$ cat src/rtl/rbsi_point.sv
// ----------------------------------------------------------------------------
// rbsi_point
// Ray point on one axis: origin +/- (|d| * t) >> FRAC_BITS, saturated.
// ----------------------------------------------------------------------------
`default_nettype none

module rbsi_point #(
    parameter int COORD_WIDTH = 32,
    parameter int FRAC_BITS   = 16
) (
    input  wire                    i_clk,
    input  wire                    i_en,
    input  wire  [COORD_WIDTH-1:0] i_o,
    input  wire  [COORD_WIDTH-1:0] i_dm,
    input  wire                    i_dn,
    input  wire  [COORD_WIDTH-2:0] i_t,
    input  wire                    i_keep,
    output logic [COORD_WIDTH-1:0] o_p
);

    localparam int CW = COORD_WIDTH;
    localparam logic [2*CW-2:0] PCAP = {{(CW-2){1'b0}}, 1'b1, {CW{1'b0}}};

    logic [2*CW-2:0] r_prod;
    logic [CW-1:0]   r_o;
    logic            r_dn;
    logic            r_keep;

    logic [2*CW-2:0] w_sh;
    logic [CW:0]     w_m;
    logic [CW+1:0]   w_v;
    logic [CW-1:0]   w_p;

    assign w_sh = r_prod >> FRAC_BITS;
    assign w_m  = (w_sh > PCAP) ? PCAP[CW:0] : w_sh[CW:0];
    assign w_v  = r_dn ? ({{2{r_o[CW-1]}}, r_o} - {1'b0, w_m})
                       : ({{2{r_o[CW-1]}}, r_o} + {1'b0, w_m});

    always_comb begin
        if (w_v[CW+1:CW-1] == 3'b000 || w_v[CW+1:CW-1] == 3'b111) begin
            w_p = w_v[CW-1:0];
        end else if (w_v[CW+1]) begin
            w_p = {1'b1, {(CW-1){1'b0}}};
        end else begin
            w_p = {1'b0, {(CW-1){1'b1}}};
        end
    end

    always_ff @(posedge i_clk) begin
        if (i_en) begin
            r_prod <= i_dm * i_t;
            r_o    <= i_o;
            r_dn   <= i_dn;
            r_keep <= i_keep;
            o_p    <= r_keep ? w_p : '0;
        end
    end

endmodule

`default_nettype wire

$ cat config.mk
export PLATFORM = sky130hd
export DESIGN_NAME = rbsi_point
export DESIGN_NICKNAME = d
export VERILOG_FILES = /design/src/rtl/rbsi_point.sv
export SDC_FILE = /design/constraint.sdc
export NUM_CORES = 2
export LEC_CHECK = 0
export BUFFER_PORTS_ARGS = -buffer_cell sky130_fd_sc_hd__buf_2
export CAP_MARGIN = 20
export CELL_PAD_IN_SITES_DETAIL_PLACEMENT = 1
export CELL_PAD_IN_SITES_GLOBAL_PLACEMENT = 2
export CORE_ASPECT_RATIO = 0.8
export CORE_MARGIN = 8
export CORE_UTILIZATION = 25
export CTS_BUF_LIST = sky130_fd_sc_hd__clkbuf_4 sky130_fd_sc_hd__clkbuf_8
export CTS_CLUSTER_SIZE = 30
export DETAILED_ROUTE_END_ITERATION = 7
export GPL_ROUTABILITY_DRIVEN = 1
export GPL_TIMING_DRIVEN = 1
export PLACE_DENSITY = 0.58
export SLEW_MARGIN = 20
export SYNTH_ARGS = -nofsm -noshare
export SYNTH_HDL_FRONTEND = slang
export SYNTH_SLANG_ARGS = --single-unit
$ cat constraint.sdc
create_clock -name i_clk -period 12.11 [get_ports i_clk]
set_clock_uncertainty 0.05 [all_clocks]
set_input_delay 1.211 -clock i_clk [delete_from_list [all_inputs] [get_ports i_clk]]
set_output_delay 1.211 -clock i_clk [all_outputs]
set_load 0.01 [all_outputs]
# Word level (Yosys, flattened, before mapping)
# Cells that the tools add are included.
# totals
ff_bits,129
latch_bits,0
ram_bits,0
rom_bits,0
in_bits,99
output_inout_bits,32
elab_cells,16
mem_count,0
# op_classes
addsub,2
multipliers,1
n_div,0
n_lt_le_gt_ge,1
eq_ne,1
n_shift,0
mux,4
bitwise_logic,0
n_reduce_logical,2
# op_table
operator,n
2-to-1 mux 32 bit,2
multiplier 32 x 31 -> 63 bit,1
"greater-than comparator 47 x 33 -> 1 bit, second input constant",1
adder 34 x 33 -> 34 bit,1
2-to-1 mux 34 bit,1
subtractor 34 x 33 -> 34 bit,1
2-to-1 mux 33 bit,1
"== test 3 bit, second input constant",1
logical NOT 3 bit,1
logical OR 1 bit,1

# Logic depth before layout (Yosys ltp)
# logic_depth
depth_word,7
depth_mapped,29
depth_no_buf,27

# Least setup slack after synthesis
# OpenSTA, ideal clock, no wires.
# synth_timing
path_kind,input-to-reg
from,input port i_dm[17]
to,"register r_prod[52], data pin"
setup_time_ns,0.271
arrival_ns,8.020
t_required_ns,11.789
path_slack_ns,3.768
path_stages,24
path_buffers,1
path_cell_list,clkbuf_1 and2_1 fa_1 fa_1 inv_1 fa_1 fa_1 inv_1 fa_1 fa_1 fa_1 inv_1 fa_1 inv_1 ha_1 and3_4 nand4_2 or3_1 a211oi_2 nor3_1 o31a_1 o41ai_4 mux2i_1 a211oi_2
# synth_via
elab_chain_cells,1
# synth_lines
element,line,source
"start, declared",14,"input wire [COORD_WIDTH-1:0] i_dm,"
multiplier 32 x 31 -> 63 bit,51,r_prod <= i_dm * i_t;
"end signal, assigned",51,
"end, declared",24,logic [2*CW-2:0] r_prod;
# No other way between the ends.
# A chain may end at the register's enable or synchronous reset.

# Final worst setup path
# layout_timing
from,input port i_t[9]
to,"register r_prod[52], data pin"
# layout_via
elab_chain_cells,1
# layout_lines
element,line,source
"start, declared",16,"input wire [COORD_WIDTH-2:0] i_t,"
multiplier 32 x 31 -> 63 bit,51,
# No other way between the ends.

==> flow_summary.json <==
{
  "status": "finished clean",
  "ys_seq_elements": 113,
  "hold_buffers": 0,
  "grt_first_pass_wirelength_um": 192400,
  "cts.sinks": 113,
  "maxCapViolations": 0,
  "reg2reg_from": "r_prod[18]",
  "hold_class": "reg -> reg",
  "wl_per_cell_um": 20.33,
  "nets": 5271,
  "worstPathArrival_ns": 9.38,
  "cts_tree": "yes",
  "drtAntennaViolNets": 0,
  "cts-root-buf": "clkbuf_8",
  "die_area_um2": 165100,
  "grt_pass1_vias": 30970,
  "layout_worst_path_cycle_share": 0.7603,
  "antenna_found_initial": 15,
  "cp-start-kind": "input port",
  "rr_worst_depth": 25,
  "insertion_delay_ns": 0.47,
  "num_rows": 128,
  "drc": 0,
  "floorplan.initialDensity": 0.2509,
  "clock_tree.buffer_depth": 2,
  "ys.flop_type": "edfxtp_1",
  "n_fill_cell": 17530,
  "gr-total-overflow": 0,
  "fmax_mhz": 108.6,
  "timing.setup.tns_ns": 0,
  "max_slew_margin": 0.3502,
  "dp_slack_ns": 2.328,
  "critPathCaptureType": "register",
  "grt_max_degree": 59,
  "syn_avg_cell_area_um2": 9.335,
  "synthCells": 4077,
  "vias": 26830,
  "gp_congestion": 0.8003,
  "core_area_um2": 151700,
  "ys_seq_area_frac": 0.08916,
  "die_h_um": 365.0,
  "ff2ff_setup_slack_ns": 4.50,
  "cp_max_fo": 32,
  "hold_slack_ns": 0.7557,
  "crit_type": "in -> reg",
  "cts_buffers": 17,
  "worst_pin_slew_ns": 0.9748,
  "netlist-cell-type-count": 71,
  "drt_iter0_drc": 1043,
  "fin_util": 0.2697,
  "io_pins": 131,
  "synth_edf_count": 113,
  "drt_wl_total_um": 123000,
  "final_cell_mix": "866 x fa_1, 835 x inv_1, 560 x nand2_1",
  "reg2reg_to": "o_p[3]",
  "worst_slack_ns": 2.903,
  "post_cts_buffers": 0,
  "port_buffers": 130,
  "setup.worst_path.start": "i_t[9]",
  "async_flop_share": 0,
  "cts-resized-gates": 0,
  "h-tree-depth": 4,
  "cp_data_required_time_ns": 12.28,
  "dpl.hpwl_um": 100500,
  "gr-usage-all-layers": 0.1512,
  "synth_area_um2": 38060,
  "die_x_um": 452.2,
  "via_per_inst": 4.434,
  "drive_gt1_frac": 0.04836,
  "drv_slew": 0,
  "syn-num-nets": 5329,
  "setup_viol_count_final": 0,
  "yosysWarningCount": 0,
  "clk_pin_slew_ns": 0.09,
  "dr.pass1.iters": 5,
  "area_growth_pct": 7.482,
  "cp-endpoint": "r_prod[52]",
  "final_common_cell": "fa_1",
  "hold_viol_final": 0,
  "rsz0062_at_grt": "false",
  "period_minus_slack_ns": 9.207
}
routing by layer:
metal	vias to the layer above	global-route usage	routed length, µm
met2	292	0.2715	62370
met1	14240	0.2005	55610
met3	122	0.009312	2070
met5	-	0	0
met4	0	0.03453	2963
li1	12180	-	-
worst min path at each step:
stage,endpoint,startpoint,cells past startpoint
global route,r_o[6],i_o[6],1
floorplan,o_p[31],r_keep,2
finish,o_p[1],r_o[1],2
global placement,o_p[1],r_o[1],2
detailed placement,o_p[1],r_o[1],2
CTS,o_p[1],r_o[1],2
metrics by stage:
| step | instance area (µm²) | std cells |
|---|---|---|
| floorplan | 38060 | 4077 |
| global placement | 40510 | 6015 |
| detailed placement | 40510 | 6015 |
| CTS | 40890 | 6047 |
| global route | 40900 | 6049 |
| finish | 40910 | 6052 |
cells in the mapped netlist, types with 5 or more instances:
library cell	instances	area share
and4_1	6	0.0014
fa_1	866	0.46
nand3b_1	5	0.00099
ha_1	287	0.094
edfxtp_1	113	0.089
o21ai_0	54	0.0071
a211o_1	5	0.0012
clkbuf_1	209	0.021
nand4_1	17	0.0028
nand2_1	560	0.055
inv_1	835	0.082
a31oi_1	17	0.0028
and2_1	517	0.085
o211ai_1	10	0.0020
o31ai_1	8	0.0016
nand2b_1	11	0.0018
a21oi_1	114	0.015
and3_1	15	0.0025
nor4_1	6	0.00099
nand3_1	28	0.0037
nor2b_1	8	0.0013
a21o_1	69	0.014
o21a_1	13	0.0026
o21bai_1	15	0.0030
nor3_1	24	0.0032
buf_2	8	0.0011
xor2_1	42	0.0097
nor2_1	74	0.0073
or3_1	7	0.0012
xnor2_1	49	0.011
a211oi_1	12	0.0024
state kept, by name, indices dropped and copies added (netlist names):
register	count
r_dn	1
o_p	32
r_prod	47
r_keep	1
r_o	32
cells by family after synthesis:
kind of cell / after synthesis / synth area share
AOI/OAI and AO/OA: 371 / 0.06467
xor gates and xnor gates: 91 / 0.02094
adders and majority gates: 1153 / 0.5499
buffers and inverters: 1057 / 0.1047
DFF: 113 / 0.08916
muxes: 1 / 0.0002630
and+or+nand+nor: 1291 / 0.1704
critical path: stages:
cell and delay (ns):
buf_2 0.72, and2_1 0.25, fa_1 0.45, fa_1 0.56, inv_1 0.06, fa_1 0.46
fa_1 0.55, inv_1 0.05, fa_1 0.55, fa_1 0.43, fa_1 0.51, inv_1 0.05
fa_1 0.48, inv_1 0.04, ha_1 0.40, and3_4 0.27, nand4_2 0.17, or3_1 0.45
a211oi_2 0.28, nor3_1 0.19, o31a_1 0.42, o41ai_4 0.47, mux2i_1 0.27, a211oi_2 0.05
layout make-up:
class	count	area (µm²)	area share
clock buffer	17	234.0	0.005720
multi-input combinational	2907	30700	0.7504
antenna	5	12.51	0.0003059
clock inverter	15	150.1	0.003670
sequential	113	3393	0.08295
tap	2015	2521	0.06163
inverter	835	3134	0.07662
timing repair buffer	145	765.7	0.01872
Power is left out: the tool's default activity adds up to more than one toggle a clock period on the data nets, which glitch-free logic cannot reach.
