File: src/rtl/rbsi_pkg.sv
// ----------------------------------------------------------------------------
// rbsi_pkg
// Shared constants and types of the ray/box slab intersect block.
// ----------------------------------------------------------------------------
`default_nettype none

package rbsi_pkg;

    localparam int THR_W = 16;
    localparam logic [THR_W-1:0] THR_RST = 16'd1;

    typedef struct packed {
        logic par;
        logic rej;
    } t_axis_flag;

endpackage

`default_nettype wire

File: src/rtl/rbsi_prep.sv
// ----------------------------------------------------------------------------
// rbsi_prep
// One axis: slab distances, magnitudes, parallel test and origin check.
// ----------------------------------------------------------------------------
`default_nettype none

module rbsi_prep
    import rbsi_pkg::*;
#(
    parameter int COORD_WIDTH = 32
) (
    input  wire                    i_clk,
    input  wire                    i_en,
    input  wire  [COORD_WIDTH-1:0] i_o,
    input  wire  [COORD_WIDTH-1:0] i_d,
    input  wire  [COORD_WIDTH-1:0] i_bmin,
    input  wire  [COORD_WIDTH-1:0] i_bmax,
    input  wire  [THR_W-1:0]       i_thr,
    output logic [COORD_WIDTH-1:0] o_org,
    output logic [COORD_WIDTH-1:0] o_nm_lo,
    output logic                   o_nn_lo,
    output logic [COORD_WIDTH-1:0] o_nm_hi,
    output logic                   o_nn_hi,
    output logic [COORD_WIDTH-1:0] o_dm,
    output logic                   o_dn,
    output logic                   o_dz,
    output t_axis_flag             o_flag
);

    localparam int CW = COORD_WIDTH;

    logic [CW:0]   w_nlo;
    logic [CW:0]   w_nhi;
    logic [CW:0]   w_nlo_m;
    logic [CW:0]   w_nhi_m;
    logic [CW-1:0] w_dm;
    logic          w_dz;
    logic          w_par;
    logic          w_out;

    assign w_nlo   = {i_bmin[CW-1], i_bmin} - {i_o[CW-1], i_o};
    assign w_nhi   = {i_bmax[CW-1], i_bmax} - {i_o[CW-1], i_o};
    assign w_nlo_m = w_nlo[CW] ? (~w_nlo + 1'b1) : w_nlo;
    assign w_nhi_m = w_nhi[CW] ? (~w_nhi + 1'b1) : w_nhi;
    assign w_dm    = i_d[CW-1] ? (~i_d + 1'b1) : i_d;
    assign w_dz    = (i_d == '0);
    assign w_par   = w_dz || (w_dm < {{(CW-THR_W){1'b0}}, i_thr});
    assign w_out   = ($signed(i_o) < $signed(i_bmin)) || ($signed(i_o) > $signed(i_bmax));

    always_ff @(posedge i_clk) begin
        if (i_en) begin
            o_org      <= i_o;
            o_nm_lo    <= w_nlo_m[CW-1:0];
            o_nn_lo    <= w_nlo[CW];
            o_nm_hi    <= w_nhi_m[CW-1:0];
            o_nn_hi    <= w_nhi[CW];
            o_dm       <= w_dm;
            o_dn       <= i_d[CW-1];
            o_dz       <= w_dz;
            o_flag.par <= w_par;
            o_flag.rej <= w_par && w_out;
        end
    end

endmodule

`default_nettype wire

File: config.mk
export PLATFORM = sky130hd
export DESIGN_NAME = rbsi_prep
export DESIGN_NICKNAME = d
export VERILOG_FILES = /design/src/rtl/rbsi_pkg.sv /design/src/rtl/rbsi_prep.sv
export SDC_FILE = /design/constraint.sdc
export NUM_CORES = 1
export LEC_CHECK = 0
export ABC_AREA = 1
export BUFFER_PORTS_ARGS = -buffer_cell sky130_fd_sc_hd__buf_4
export CAP_MARGIN = 20
export CORE_MARGIN = 2
export CORE_UTILIZATION = 50
export CTS_CLUSTER_SIZE = 10
export DETAILED_ROUTE_END_ITERATION = 10
export GPL_ROUTABILITY_DRIVEN = 0
export PLACE_DENSITY = 0.74
export SETUP_SLACK_MARGIN = 0.15
export SYNTH_ARGS = -nofsm -noshare
export SYNTH_HDL_FRONTEND = slang
export SYNTH_SLANG_ARGS = --single-unit
File: constraint.sdc
create_clock -name i_clk -period 6.6 [get_ports i_clk]
set_input_delay 1.32 -clock i_clk [delete_from_list [all_inputs] [get_ports i_clk]]
set_output_delay 1.32 -clock i_clk [all_outputs]
set_load 0.05 [all_outputs]
# After elaboration in Yosys (flattened, before gate mapping)
# Cells that the tools add are included.
classes:
  bitwise_logic: 3
  div: 0
  n_eq_ne: 0
  mux: 3
  n_reduce_logical: 4
  n_mul: 0
  magnitude_cmp: 3
  shift: 0
  addsub: 5
op_table:
  columns: ["cell", "count"]
  rows:
  - ["32-bit by 1-bit adder with 32-bit output (second input constant)", 3]
  - ["32-bit 2-to-1 mux", 3]
  - ["32-bit NOT", 3]
  - ["32-bit by 32-bit subtractor with 33-bit output", 2]
  - ["32-bit greater-than comparator", 1]
  - ["32-bit zero test", 1]
  - ["32-bit by 16-bit less-than comparator with 1-bit output", 1]
  - ["32-bit less-than comparator", 1]
  - ["1-bit logical OR", 2]
  - ["1-bit logical AND", 1]
word_totals:
  latch_bits: 0
  ram_bits: 0
  input_bits: 146
  reg_bits: 134
  elab_cells: 28
  memories: 0
  out_inout_bits: 134
  rom_bits: 0

# Depth between registers and ports, before layout
depth:
  depth_word: 6
  depth_mapped: 22
  depth_no_buf: 22

# Least setup slack after synthesis
# Ideal clock, no wire load.
synth_path:
  path_type: "input to register"
  startpoint: "input port i_bmin[0]"
  endpoint: "register o_nm_lo[23], data pin"
  path_buffers: 0
  setup_ps: 254
  setup_slack_ps: 2966
  t_arrival_ps: 3381
  path_stages: 18
  t_required_ps: 6346
  cell_sequence: "inv_1 > ha_1 > fa_1 > inv_1 > nand2_1 > nand2_1 > nand2_1 > nor2_1 > nand3_1 > nor2_2 > nand3_2 > nor2_2 > nand3_2 > nor2_2 > nand3b_1 > nand2_2 > xor2_1 > inv_1"
synth_between:
  elab_chain_cells: 4
synth_lines:
  columns: ["item", "line_no", "rtl"]
  rows:
  - ["from (decl)", "rbsi_prep.sv:16", "input wire [COORD_WIDTH-1:0] i_bmin,"]
  - ["32-bit by 32-bit subtractor with 33-bit output *", "rbsi_prep.sv:41", "assign w_nlo = {i_bmin[CW-1], i_bmin} - {i_o[CW-1], i_o};"]
  - ["32-bit NOT", "rbsi_prep.sv:43", "assign w_nlo_m = w_nlo[CW] ? (~w_nlo + 1'b1) : w_nlo;"]
  - ["32-bit by 1-bit adder with 32-bit output", "rbsi_prep.sv:43", null]
  - ["32-bit 2-to-1 mux *", "rbsi_prep.sv:43", null]
  - ["named net w_nlo_m[23]", "rbsi_prep.sv:34", "logic [CW:0] w_nlo_m;"]
  - ["to (signal assigned)", "rbsi_prep.sv:53", "o_nm_lo <= w_nlo_m[CW-1:0];"]
  - ["to (decl)", "rbsi_prep.sv:20", "output logic [COORD_WIDTH-1:0] o_nm_lo,"]
# The timed path passes the listed nets; every way through them passes the cells marked *.
# A chain may end at the register's enable or synchronous reset.

# Worst setup path after layout
layout_path:
  startpoint: "input port i_o[0]"
  endpoint: "register o_flag[0] in the netlist's numbering, data pin"
layout_between:
  elab_chain_cells: 3
  elab_cells_between_ends: 4
  cone_classes: "order compare (2); reduce/logical (2)"
layout_lines:
  columns: ["item", "line_no", "rtl"]
  rows:
  - ["from (decl)", "rbsi_prep.sv:14", "input wire [COORD_WIDTH-1:0] i_o,"]
  - ["32-bit less-than comparator or 32-bit greater-than comparator (tied branches)", "rbsi_prep.sv:48", "assign w_out = ($signed(i_o) < $signed(i_bmin)) || ($signed(i_o) > $signed(i_bmax));"]
  - ["1-bit logical OR *", "rbsi_prep.sv:48", null]
  - ["1-bit logical AND *", "rbsi_prep.sv:61", "o_flag.rej <= w_par && w_out;"]
  - ["to (decl)", "rbsi_prep.sv:27", "output t_axis_flag o_flag"]
# Every way passes the cells marked *; elsewhere a longest branch is shown, timed or not.

==> impl_metrics.yaml <==
clock_tree:
  cts.sinks: 134
  cts.reportedPaths.clkPinSlew_ns: 0.07
  h-tree-depth: 4
  cts_tree: "done"
  postCtsSetupBuffers: 0
  hold_buffers: 0
  cts_buffers: 17
  cts_resized: 0
  clock_path_buffers: 2
  cts-root-buf: "clkbuf_16"
floorplan:
  start_util: 0.510
  dieArea_um2: 27000
  ios: 280
  num_rows: 58
  dieHeight_um: 164
  core_um2: 25200
  die_x_um: 164
timing:
  drv_slew: 0
  timing.setup.tns_ns: 0
  max_slew_margin: 0.391
  period_needed_ns: 3.95
  rsz0062_at_grt: "no"
  fin_ws_ns: 2.65
  finalSetupViolations: 0
  hold_violations: 0
  tightestPinTransition_ns: 0.914
  clock.fmax_ghz: 0.253
  period_share: 0.598
logic_synthesis:
  netlist_instances: 1951
  yosys_warnings: 0
  synth_edf_count: 134
  synth.top_cell.area_share: 0.313
  synthDistinctLibCells: 46
  seq_area_frac_synth: 0.313
  async_reset_ff_frac: 0
  syn_area_per_cell_um2: 6.59
  syn_area_um2: 12900
  ys.flop_type: "edfxtp_1"
  ys_ff_latch: 134
  synth_nets: 2183
  yosys-top-cells-area: "edfxtp_1 (31%), nand2_1 (19%), inv_1 (13%)"
  synth_area_leader_cell: "edfxtp_1"
power_and_ir_drop:
  power_mw: 3.84
  power.leakage_nw: 8.72
  p_comb_frac: 0.444
  ir_worst_vdd_mv: 0.125
  swShare: 0.435
  netSwitchingPower_mw: 1.67
  power_frac_seq: 0.300
  p_int_mw: 2.17
  pwr-share-clk: 0.256
  p_per_area_nw_per_um2: 242
route:
  drc: 0
  wl_um: 40300
  wl_per_cell_um: 15.6
  drt_iter0_drc: 1365
  drt_pass1_iterations: 6
  ant_nets: 0
  vias: 13300
  routed_via_density: 5.14
placed_design:
  placed_area_um2: 15300
  port_buffers: 279
  dp_slack_ns: 2.27
  hpwl_um: 33600
finish:
  area_delta_synth_final_pct: 23.7
  layout_common_cells: "nand2_1 (667), inv_1 (435), buf_4 (279), nor2_1 (176), edfxtp_1 (134)"
  post-route-util: 0.631
  regArea_um2: 4020
  nets: 2473
  antenna_cells: 0
  layout-drive-gt1-share: 0.173
  num-fill-cells: 2338
  multi_input_area_um2: 7120
  layout_commonest_cell: "nand2_1"
  design_area_um2: 15900
critical_path:
  critPathLaunch: "i_o[0]"
  critPathKind: "in2reg"
  critPathCaptureType: "flop"
  cp_max_fo: 25
  start_kind: "primary input"
  cp.arrival_ns: 4.13
  crit_required_ns: 6.78
status:
  status: "finished clean"
global_routing:
  first_global_vias: 12100
  antenna_found_initial: 1
  grt.overflow.total: 0
  grt_pass1_wl_um: 61100
  track_usage: 0.294
  grt_max_degree: 70
hold_path:
  min_path_type: "in2reg"
  min-delay-start: "i_o[29]"
run:
  cap_violations: 0
state kept, by name, indices dropped and copies added (netlist names):
register	cells
o_dm	32
o_nm_hi	32
o_nm_lo	32
o_org	32
o_flag	2
o_dn	1
o_dz	1
o_nn_hi	1
o_nn_lo	1
kinds of logic after synthesis:
kind of cell,share of synthesized area
AND/OR/NAND/NOR,0.358
flip-flops,0.313
XOR/XNOR,0.0616
adder cells (fa/ha/maj),0.0849
buffers and inverters,0.133
AO/OA/AOI/OAI,0.0498
synthesized netlist by cell type (2+ instances only):
cell type,n
or2_2,2
nor3_2,3
nand3b_1,13
a211oi_1,2
fa_1,2
nand3_1,109
o21ai_2,5
inv_2,5
nand4_1,25
nand2_2,25
o221ai_1,2
xor2_2,3
nor4_1,3
nor2_4,3
inv_1,435
o211ai_1,4
buf_2,3
xor2_1,61
a21oi_1,57
edfxtp_1,134
buf_6,2
a21o_1,2
o31ai_1,2
o21ai_0,28
and2_1,9
xnor2_1,22
clkbuf_1,2
nor2_1,176
ha_1,84
nor3_1,21
nand2_1,667
nor2_2,15
nand3_2,11
a21boi_0,2
path summary, 6_finish.rpt:
path | to | slack [ns] | cells after the start
max | o_flag[0]$_DFFE_PP_ | 2.65 | 17
min | o_org[29]$_DFFE_PP_ | 1.06 | 1
layer usage:
metal  GRT usage  up-vias  share of wire
met2       0.495      627           0.47
met4       0.123        2          0.037
met5           0        -        0.00042
met1       0.373     5967           0.41
met3      0.0477       94          0.083
li1            -     6603              -
power groups by stage:
stage / combinational [mW] / sequential (mW) / clock [mW]
finish: 1.70 / 1.15 / 0.982
global route: 1.84 / 1.17 / 1.03
CTS: 1.70 / 1.16 / 0.990
detailed placement: 1.69 / 1.17 / 0
global placement: 1.66 / 1.17 / 0
floorplan: 0.735 / 1.63 / 0
stage by stage:
stage / cells / hold slack (ns)
3_3_place_gp: 2552 / 1.51
4_1_cts: 2584 / 1.05
2_1_floorplan: 1951 / 1.42
5_1_grt: 2584 / 1.06
6_report: 2584 / 1.06
3_5_place_dp: 2552 / 1.51
layout make-up:
cell class	instances	share of cell area
clock buffers	17	0.0268
clock inverters	15	0.00960
inverters	440	0.104
multi-input cells	1368	0.448
flip-flops and latches	134	0.253
well taps	330	0.0260
repair buffers	280	0.132
critical path: stages:
cell	delay (ns)
buf_4	0.14
ha_1	0.22
fa_1	0.42
nor2_1	0.13
nor2_1	0.07
o21ai_2	0.23
nand2_1	0.11
nand3_1	0.11
nand2_1	0.10
nand3_2	0.10
nand2_1	0.06
nand2_2	0.24
inv_2	0.26
nand3_1	0.14
nand2_1	0.13
nor2_1	0.25
a21oi_1	0.08
Power figures use the tool's default switching activity.
