[src/rtl/rbsi_div.sv]
// ----------------------------------------------------------------------------
// rbsi_div
// Pipelined restoring divider, (n << FRAC_BITS) / d, one quotient bit a stage.
// ----------------------------------------------------------------------------
`default_nettype none

module rbsi_div #(
    parameter int COORD_WIDTH = 32,
    parameter int FRAC_BITS   = 16
) (
    input  wire                    i_clk,
    input  wire                    i_en,
    input  wire  [COORD_WIDTH-1:0] i_n,
    input  wire  [COORD_WIDTH-1:0] i_d,
    output logic [COORD_WIDTH-1:0] o_q,
    output logic                   o_ovf
);

    localparam int CW = COORD_WIDTH;
    localparam int SH = COORD_WIDTH - FRAC_BITS;

    logic [CW-1:0] r_rem [0:CW-1];
    logic [CW-1:0] r_nb  [0:CW-1];
    logic [CW-1:0] r_d   [0:CW-1];
    logic [CW-1:0] r_q   [0:CW];
    logic          r_ovf [0:CW];

    logic [CW:0]   w_r   [1:CW];
    logic [CW:0]   w_s   [1:CW];
    logic          w_ge  [1:CW];
    logic [CW-1:0] w_top;
    logic [CW-1:0] w_nb0;

    assign w_top = i_n >> SH;
    assign w_nb0 = i_n << FRAC_BITS;

    always_comb begin
        for (int k = 1; k <= CW; k++) begin
            w_r[k]  = {r_rem[k-1], r_nb[k-1][CW-1]};
            w_ge[k] = (w_r[k] >= {1'b0, r_d[k-1]});
            w_s[k]  = w_ge[k] ? (w_r[k] - {1'b0, r_d[k-1]}) : w_r[k];
        end
    end

    always_ff @(posedge i_clk) begin
        if (i_en) begin
            r_rem[0] <= w_top;
            r_nb[0]  <= w_nb0;
            r_d[0]   <= i_d;
            r_q[0]   <= '0;
            r_ovf[0] <= (w_top >= i_d);
            for (int k = 1; k < CW; k++) begin
                r_rem[k] <= w_s[k][CW-1:0];
                r_nb[k]  <= r_nb[k-1] << 1;
                r_d[k]   <= r_d[k-1];
            end
            for (int k = 1; k <= CW; k++) begin
                r_q[k]   <= {r_q[k-1][CW-2:0], w_ge[k]};
                r_ovf[k] <= r_ovf[k-1];
            end
        end
    end

    assign o_q   = r_q[CW];
    assign o_ovf = r_ovf[CW];

endmodule

`default_nettype wire

[config.mk]
export PLATFORM = sky130hd
export DESIGN_NAME = rbsi_div
export DESIGN_NICKNAME = d
export VERILOG_FILES = /design/src/rtl/rbsi_div.sv
export SDC_FILE = /design/constraint.sdc
export NUM_CORES = 2
export LEC_CHECK = 0
export BUFFER_PORTS_ARGS = -buffer_cell sky130_fd_sc_hd__buf_2
export CORE_AREA = 4 4 369 734
export DETAILED_ROUTE_END_ITERATION = 10
export DIE_AREA = 0 0 373 738
export GPL_TIMING_DRIVEN = 1
export PLACE_DENSITY = 0.7
export SYNTH_ARGS = -nofsm -noshare
export SYNTH_HDL_FRONTEND = slang
export SYNTH_MEMORY_MAX_BITS = 65536
export SYNTH_SLANG_ARGS = --single-unit
[constraint.sdc]
create_clock -name i_clk -period 4.69 [get_ports i_clk]
set_input_delay 0.7035 -clock i_clk [delete_from_list [all_inputs] [get_ports i_clk]]
set_output_delay 0.7035 -clock i_clk [all_outputs]
set_load 0.1 [all_outputs]
Word level (Yosys, flattened, before mapping)
Memories as Yosys holds them, arrays and structs flattened.
Cells that the tools add are included.
{ "op_classes": {"muxes": 33, "n_addsub": 31, "n_lt_le_gt_ge": 33} }
{ "ops": {"columns": ["operator", "count"], "rows": [
  ["$ge 33x32->1", 32],
  ["$mux 32", 31],
  ["$sub 32x32->32", 31],
  ["$ge 16x32->1", 1],
  ["$mux 1", 2]
]} }
{ "word_totals": {"output_inout_bits": 33, "ramBits": 4129, "mem_count": 5, "regBits": 0, "inputBits": 66, "elab_cells": 102} }
{ "memory_table": {"columns": ["name", "depth", "width", "rd", "rd_clocked_by_memory_dff", "wr", "line_no", "text"], "rows": [
  ["r_q", 33, 32, 33, 0, 33, "25", "logic [CW-1:0] r_q [0:CW];"],
  ["r_d", 32, 32, 32, 0, 32, "24", "logic [CW-1:0] r_d [0:CW-1];"],
  ["r_rem", 32, 32, 32, 0, 32, "22", "logic [CW-1:0] r_rem [0:CW-1];"],
  ["r_nb", 32, 31, 32, 0, 32, "23", "logic [CW-1:0] r_nb [0:CW-1];"],
  ["r_ovf", 33, 1, 33, 0, 33, "26", "logic r_ovf [0:CW];"]
]} }

Logic depth before layout (Yosys ltp)
An unclocked memory read counts as a cell.
{ "logic_depth": {"depth_word": 3, "ltp_mapped": 17, "mapped_depth_nobuf": 15} }

Worst setup path after synthesis
Ideal clock, no wire load.
{ "synth_path": {"path_kind": "reg2reg", "startpoint": "memory r_d[1][385] (netlist bit)", "endpoint": "memory r_rem[1][441] (netlist bit), data pin", "setup_ns": 0.260, "t_required_ns": 4.430, "n_path_buf": 1, "path_stages_with_launch": 16, "arrival_ns": 3.423, "setup_slack_ns": 1.007, "synth_period_minus_slack_ns": 3.683, "cell_sequence": "edfxtp_1 -> inv_1 -> ha_1 -> nor2b_1 -> o31a_1 -> o31ai_1 -> a211oi_1 -> nor2_1 -> o31a_1 -> o221ai_1 -> a221o_1 -> a41oi_1 -> o21ai_1 -> a41oi_2 -> buf_4 -> mux2_2"} }
{ "synth_lines": {"columns": ["item", "line_no"], "rows": [
  ["start, declared", "24"],
  ["end, declared", "22"]
]} }

==> impl_metrics.prom <==
# TYPE chip_impl_metric gauge
chip_impl_info{name="min-delay-path-class",value="in -> reg"} 1
chip_impl_info{name="hp-start",value="i_en"} 1
chip_impl_metric{name="p_sw_share",unit="%"} 38.36
chip_impl_info{name="crit-reg2reg-launch",value="r_rem[0][194]"} 1
chip_impl_metric{name="clock-sinks",unit=""} 2729
chip_impl_info{name="type_of_element_launching_the_critical_path",value="register"} 1
chip_impl_info{name="synth_flop_cell",value="sky130_fd_sc_hd__edfxtp_1"} 1
chip_impl_metric{name="grt.met1_usage",unit="%"} 23.11
chip_impl_metric{name="die_width",unit="um"} 373
chip_impl_metric{name="finalInstanceArea",unit="um^2"} 160700
chip_impl_metric{name="seq_power_share",unit="%"} 35.3
chip_impl_metric{name="boundaryPins",unit=""} 99
chip_impl_metric{name="global_route.usage.met3",unit="%"} 3.285
chip_impl_metric{name="power.clock.fraction",unit="%"} 18.7
chip_impl_metric{name="io_buffers",unit=""} 98
chip_impl_metric{name="timing_worst_slew_pin_value",unit="ns"} 1.148
chip_impl_metric{name="cts-root-to-sink-buffers",unit=""} 4
chip_impl_metric{name="mappedNetlistArea",unit="um^2"} 145200
chip_impl_metric{name="initial_core_util",unit="%"} 54.80
chip_impl_metric{name="global_route_wire_length_before_repair",unit="um"} 583600
chip_impl_metric{name="leakage",unit="nW"} 65.57
chip_impl_metric{name="largest_net_degree_at_the_start_of_global_routing",unit=""} 164
chip_impl_metric{name="dpl-instance-area",unit="um^2"} 151500
chip_impl_info{name="critPathKind",value="reg -> reg"} 1
chip_impl_metric{name="syn2layout_area_growth",unit="%"} 10.69
chip_impl_metric{name="worst_skew_pair.late_latency",unit="ns"} 0.93
chip_impl_metric{name="number_of_flops_mapped_to_enable_cells_by_yosys",unit=""} 2729
chip_impl_metric{name="worst_ir_drop_vdd",unit="V"} 0.0006046
chip_impl_metric{name="crit_path_max_fanout",unit=""} 22
chip_impl_metric{name="accumulated_negative_setup_slack",unit="ns"} 0
chip_impl_metric{name="vias",unit=""} 96140
chip_impl_metric{name="fin_crit",unit="ns"} 4.553
chip_impl_info{name="crit_start",value="r_rem[0][194]"} 1
chip_impl_metric{name="cts.reportedPaths.clkPinSlew",unit="ns"} 0.07
chip_impl_metric{name="synthesis.nets",unit=""} 13280
chip_impl_metric{name="worst-endpoint-arrival",unit="ns"} 5.22
chip_impl_info{name="unrepaired_setup_endpoints_after_global_routing",value="no"} 1
chip_impl_metric{name="drc_errors",unit=""} 0
chip_impl_metric{name="per_cell_routed_wire_length",unit="um"} 24.31
chip_impl_metric{name="finish.cell_count_without_fillers",unit=""} 16260
chip_impl_info{name="crit_path_end_kind",value="register"} 1
chip_impl_metric{name="fmax",unit="MHz"} 219.6
chip_impl_metric{name="syn_area_per_cell",unit="um^2"} 11.94
chip_impl_metric{name="period_share",unit="%"} 97.08
chip_impl_metric{name="number_of_antenna_violations_at_the_first_check_in_global_routing",unit=""} 8
chip_impl_metric{name="timing_max_transition_violations_final",unit=""} 0
chip_impl_metric{name="numCtsBuffers",unit=""} 246
chip_impl_metric{name="postSynthRegisterBits",unit=""} 2729
chip_impl_metric{name="share_of_power_burned_in_combinational_logic",unit="%"} 45.9
chip_impl_metric{name="finalNetCount",unit=""} 13650
chip_impl_metric{name="worstPathRequired",unit="ns"} 5.36
chip_impl_metric{name="htree_levels",unit=""} 4
chip_impl_metric{name="rows",unit=""} 267
chip_impl_metric{name="power.density_cell_area",unit="nW/um^2"} 702.7
chip_impl_metric{name="via_count_of_the_first_global_routing_pass",unit=""} 99420
chip_impl_info{name="ctsRootBufferMaster",value="sky130_fd_sc_hd__clkbuf_16"} 1
chip_impl_metric{name="fin_worst_hold_slack",unit="ns"} 0.2648
chip_impl_info{name="tritoncts_clock_tree",value="yes"} 1
chip_impl_info{name="grt_busiest_layer",value="met2"} 1
chip_impl_metric{name="routed_via_density",unit=""} 5.911
chip_impl_metric{name="max_slew_margin",unit="%"} 21.46
chip_impl_metric{name="area_of_the_core",unit="um^2"} 264900
chip_impl_metric{name="yosysWarningCount",unit=""} 0
chip_impl_metric{name="synth_seq_area_share",unit="%"} 56.45
chip_impl_info{name="result_of_the_run",value="finished, final reports clean"} 1
chip_impl_metric{name="totalWireLength",unit="um"} 395300
chip_impl_metric{name="dpl.hpwl",unit="um"} 308500
chip_impl_metric{name="first_iter_violations",unit=""} 5449
chip_impl_metric{name="layout_cell_share_with_drive_strength_beyond_1",unit="%"} 10.35
chip_impl_metric{name="grt.overflow.total",unit=""} 0
chip_impl_metric{name="globalplace.congestion",unit=""} 0.9864
chip_impl_metric{name="cap_viol_max_count",unit=""} 0
chip_impl_metric{name="global_route.usage.met2",unit="%"} 55.91
chip_impl_metric{name="synthCells",unit=""} 12160
chip_impl_metric{name="floorplan.die_area",unit="um^2"} 275300
chip_impl_metric{name="die_h",unit="um"} 738
chip_impl_metric{name="dp_cells",unit=""} 15710
chip_impl_metric{name="drtPass1Iterations",unit=""} 6
chip_impl_metric{name="power.net_switching",unit="W"} 0.04332
chip_impl_metric{name="finalHoldViolCount",unit=""} 0
chip_impl_metric{name="finalClockSkew",unit="ns"} 0.05291
chip_impl_metric{name="ys_types",unit=""} 97
chip_impl_metric{name="async_flop_share",unit="%"} 0
chip_impl_metric{name="cellInternalPower",unit="W"} 0.06961
chip_impl_metric{name="drt.antenna.violating_nets",unit=""} 0
chip_impl_metric{name="final-setup-viol-count",unit=""} 0
chip_impl_metric{name="design_power_total",unit="W"} 0.1129
chip_impl_metric{name="grt_usage",unit="%"} 27.98
-- synth_stat cells (24+ instances only) --
cell,number,area [um^2]
sky130_fd_sc_hd__inv_1,1230,4617
sky130_fd_sc_hd__a211o_1,31,271.5
sky130_fd_sc_hd__and2_1,32,200.2
sky130_fd_sc_hd__xor2_1,335,2934
sky130_fd_sc_hd__o21ai_0,744,3724
sky130_fd_sc_hd__clkbuf_1,217,814.5
sky130_fd_sc_hd__buf_2,52,260.3
sky130_fd_sc_hd__nor2b_1,167,1045
sky130_fd_sc_hd__a21o_1,558,4189
sky130_fd_sc_hd__o31a_1,52,455.4
sky130_fd_sc_hd__ha_1,1024,12810
sky130_fd_sc_hd__or2_2,24,150.1
sky130_fd_sc_hd__mux2i_1,29,290.3
sky130_fd_sc_hd__nand3_1,189,945.9
sky130_fd_sc_hd__nor4_1,36,225.2
sky130_fd_sc_hd__and3_1,74,462.9
sky130_fd_sc_hd__fa_1,31,620.6
sky130_fd_sc_hd__o31ai_1,59,442.9
sky130_fd_sc_hd__nand2_1,738,2770
sky130_fd_sc_hd__o21bai_1,107,803.3
sky130_fd_sc_hd__nor2_1,599,2248
sky130_fd_sc_hd__o21a_1,143,1074
sky130_fd_sc_hd__a21oi_1,984,4925
sky130_fd_sc_hd__mux2_2,478,5383
sky130_fd_sc_hd__a31oi_1,85,531.8
sky130_fd_sc_hd__edfxtp_1,2729,81950
sky130_fd_sc_hd__a211oi_1,66,495.5
sky130_fd_sc_hd__nand2b_1,145,907.1
sky130_fd_sc_hd__or3_1,41,256.5
sky130_fd_sc_hd__xnor2_1,497,4353
sky130_fd_sc_hd__nor3_1,108,540.5
sky130_fd_sc_hd__nand4_1,173,1082
-- through the flow --
step | utilization [%] | setup slack [ns]
after global placement | 57.21 | 0.03254
final | 60.66 | 0.1369
after detailed placement | 57.21 | -0.03553
after global routing | 60.65 | 0.004037
after CTS | 60.61 | 0.1128
after floorplan | - | 1.007
-- layer usage --
| layer | vias to the layer above | part of all wire, % | wire length [um] |
|---|---|---|---|
| li1 | 45450 | - | - |
| met1 | 46600 | 30 | 117100 |
| met2 | 2666 | 56 | 219800 |
| met3 | 1424 | 3.2 | 12690 |
| met4 | 0 | 12 | 45760 |
| met5 | - | 0 | 0 |
-- timing repair --
item	4_1_cts	5_1_grt
endpoints found under the setup margin	15	36
gates resized for setup	2	3
pin swaps	0	1
endpoints found under the hold margin	64	0
buffers inserted	0	1
hold buffers	64	0
-- power by group through the flow --
stage	clock, W	sequential, W	combinational (W)
global placement	0	0.0403	0.0499
floorplan	0	0.0377	0.0368
detailed placement	0	0.0403	0.0510
global route	0.0226	0.0402	0.0564
finish	0.0212	0.0399	0.0519
CTS	0.0217	0.0399	0.0514
-- flip-flops by register name, summed over array words and instances, names as in the netlist --
register,count
r_d,1024
r_rem,1008
r_q,528
r_nb,136
r_ovf,33
-- cell families (layout without fill, tap and decap cells) --
group,Yosys count,in the layout,synth area share (%)
AOI/OAI and AO/OA,3126,3126,13.47
DFF,2729,2729,56.45
and+or+nand+nor,2389,2389,7.835
buffers and inverters,1519,2085,4.025
adders and majority gates,1055,1055,9.253
xor gates and xnor gates,832,832,5.020
muxes,512,512,3.952
other,0,39,0
-- layout make-up --
cell class / instances / area (um^2)
diodes: 39 / 97.59
clock buffers: 270 / 6289
clock inverters: 179 / 2087
fillers: 20820 / 104200
inverters: 1231 / 4621
multi-input cells: 7914 / 57640
flip-flops and latches: 2729 / 81950
well taps: 3497 / 4375
repair buffers: 405 / 3637
-- worst max-delay path, cell delays in order, from the launching register on --
cell and delay [ns]:
sky130_fd_sc_hd__edfxtp_1 0.61, sky130_fd_sc_hd__ha_1 0.45, sky130_fd_sc_hd__nand3_1 0.25, sky130_fd_sc_hd__o21bai_1 0.26, sky130_fd_sc_hd__nand4_1 0.11, sky130_fd_sc_hd__a21boi_1 0.07, sky130_fd_sc_hd__buf_4 0.17, sky130_fd_sc_hd__o41ai_2 0.46
sky130_fd_sc_hd__o31ai_1 0.17, sky130_fd_sc_hd__a211oi_1 0.30, sky130_fd_sc_hd__a211o_1 0.26, sky130_fd_sc_hd__a31o_2 0.14, sky130_fd_sc_hd__a21oi_1 0.09, sky130_fd_sc_hd__o21ai_4 0.19, sky130_fd_sc_hd__buf_4 0.35, sky130_fd_sc_hd__mux2_2 0.42
-- cell usage in the layout (no fill, tap or decap), types with 64 or more instances in the layout --
cell type and instances:
sky130_fd_sc_hd__ha_1 1024, sky130_fd_sc_hd__dlygate4sd3_1 64, sky130_fd_sc_hd__a21o_1 558, sky130_fd_sc_hd__nand4_1 173, sky130_fd_sc_hd__xor2_1 335, sky130_fd_sc_hd__nor2_1 598, sky130_fd_sc_hd__o21ai_0 741, sky130_fd_sc_hd__inv_1 1230
sky130_fd_sc_hd__o21a_1 143, sky130_fd_sc_hd__clkbuf_16 248, sky130_fd_sc_hd__buf_2 97, sky130_fd_sc_hd__xnor2_1 497, sky130_fd_sc_hd__nor3_1 107, sky130_fd_sc_hd__a21oi_1 982, sky130_fd_sc_hd__and3_1 74, sky130_fd_sc_hd__nor2b_1 167
sky130_fd_sc_hd__mux2_2 478, sky130_fd_sc_hd__a211oi_1 65, sky130_fd_sc_hd__nand2b_1 145, sky130_fd_sc_hd__nand2_1 738, sky130_fd_sc_hd__a31oi_1 85, sky130_fd_sc_hd__buf_4 189, sky130_fd_sc_hd__edfxtp_1 2729, sky130_fd_sc_hd__o21bai_1 107
sky130_fd_sc_hd__nand3_1 188
-- worst paths after layout --
| kind | depth (start not counted) | end | slack (ns) |
|---|---|---|---|
| setup / recovery | 15 | r_rem[0][252] | 0.14 |
| setup reg to reg | 15 | r_rem[0][252] | 0.14 |
| hold / removal | 1 | r_nb[0][17] | 0.26 |
| hold reg to reg | 0 | r_q[0][677] | 0.40 |
No activity file was read; power rests on OpenSTA's default activity.
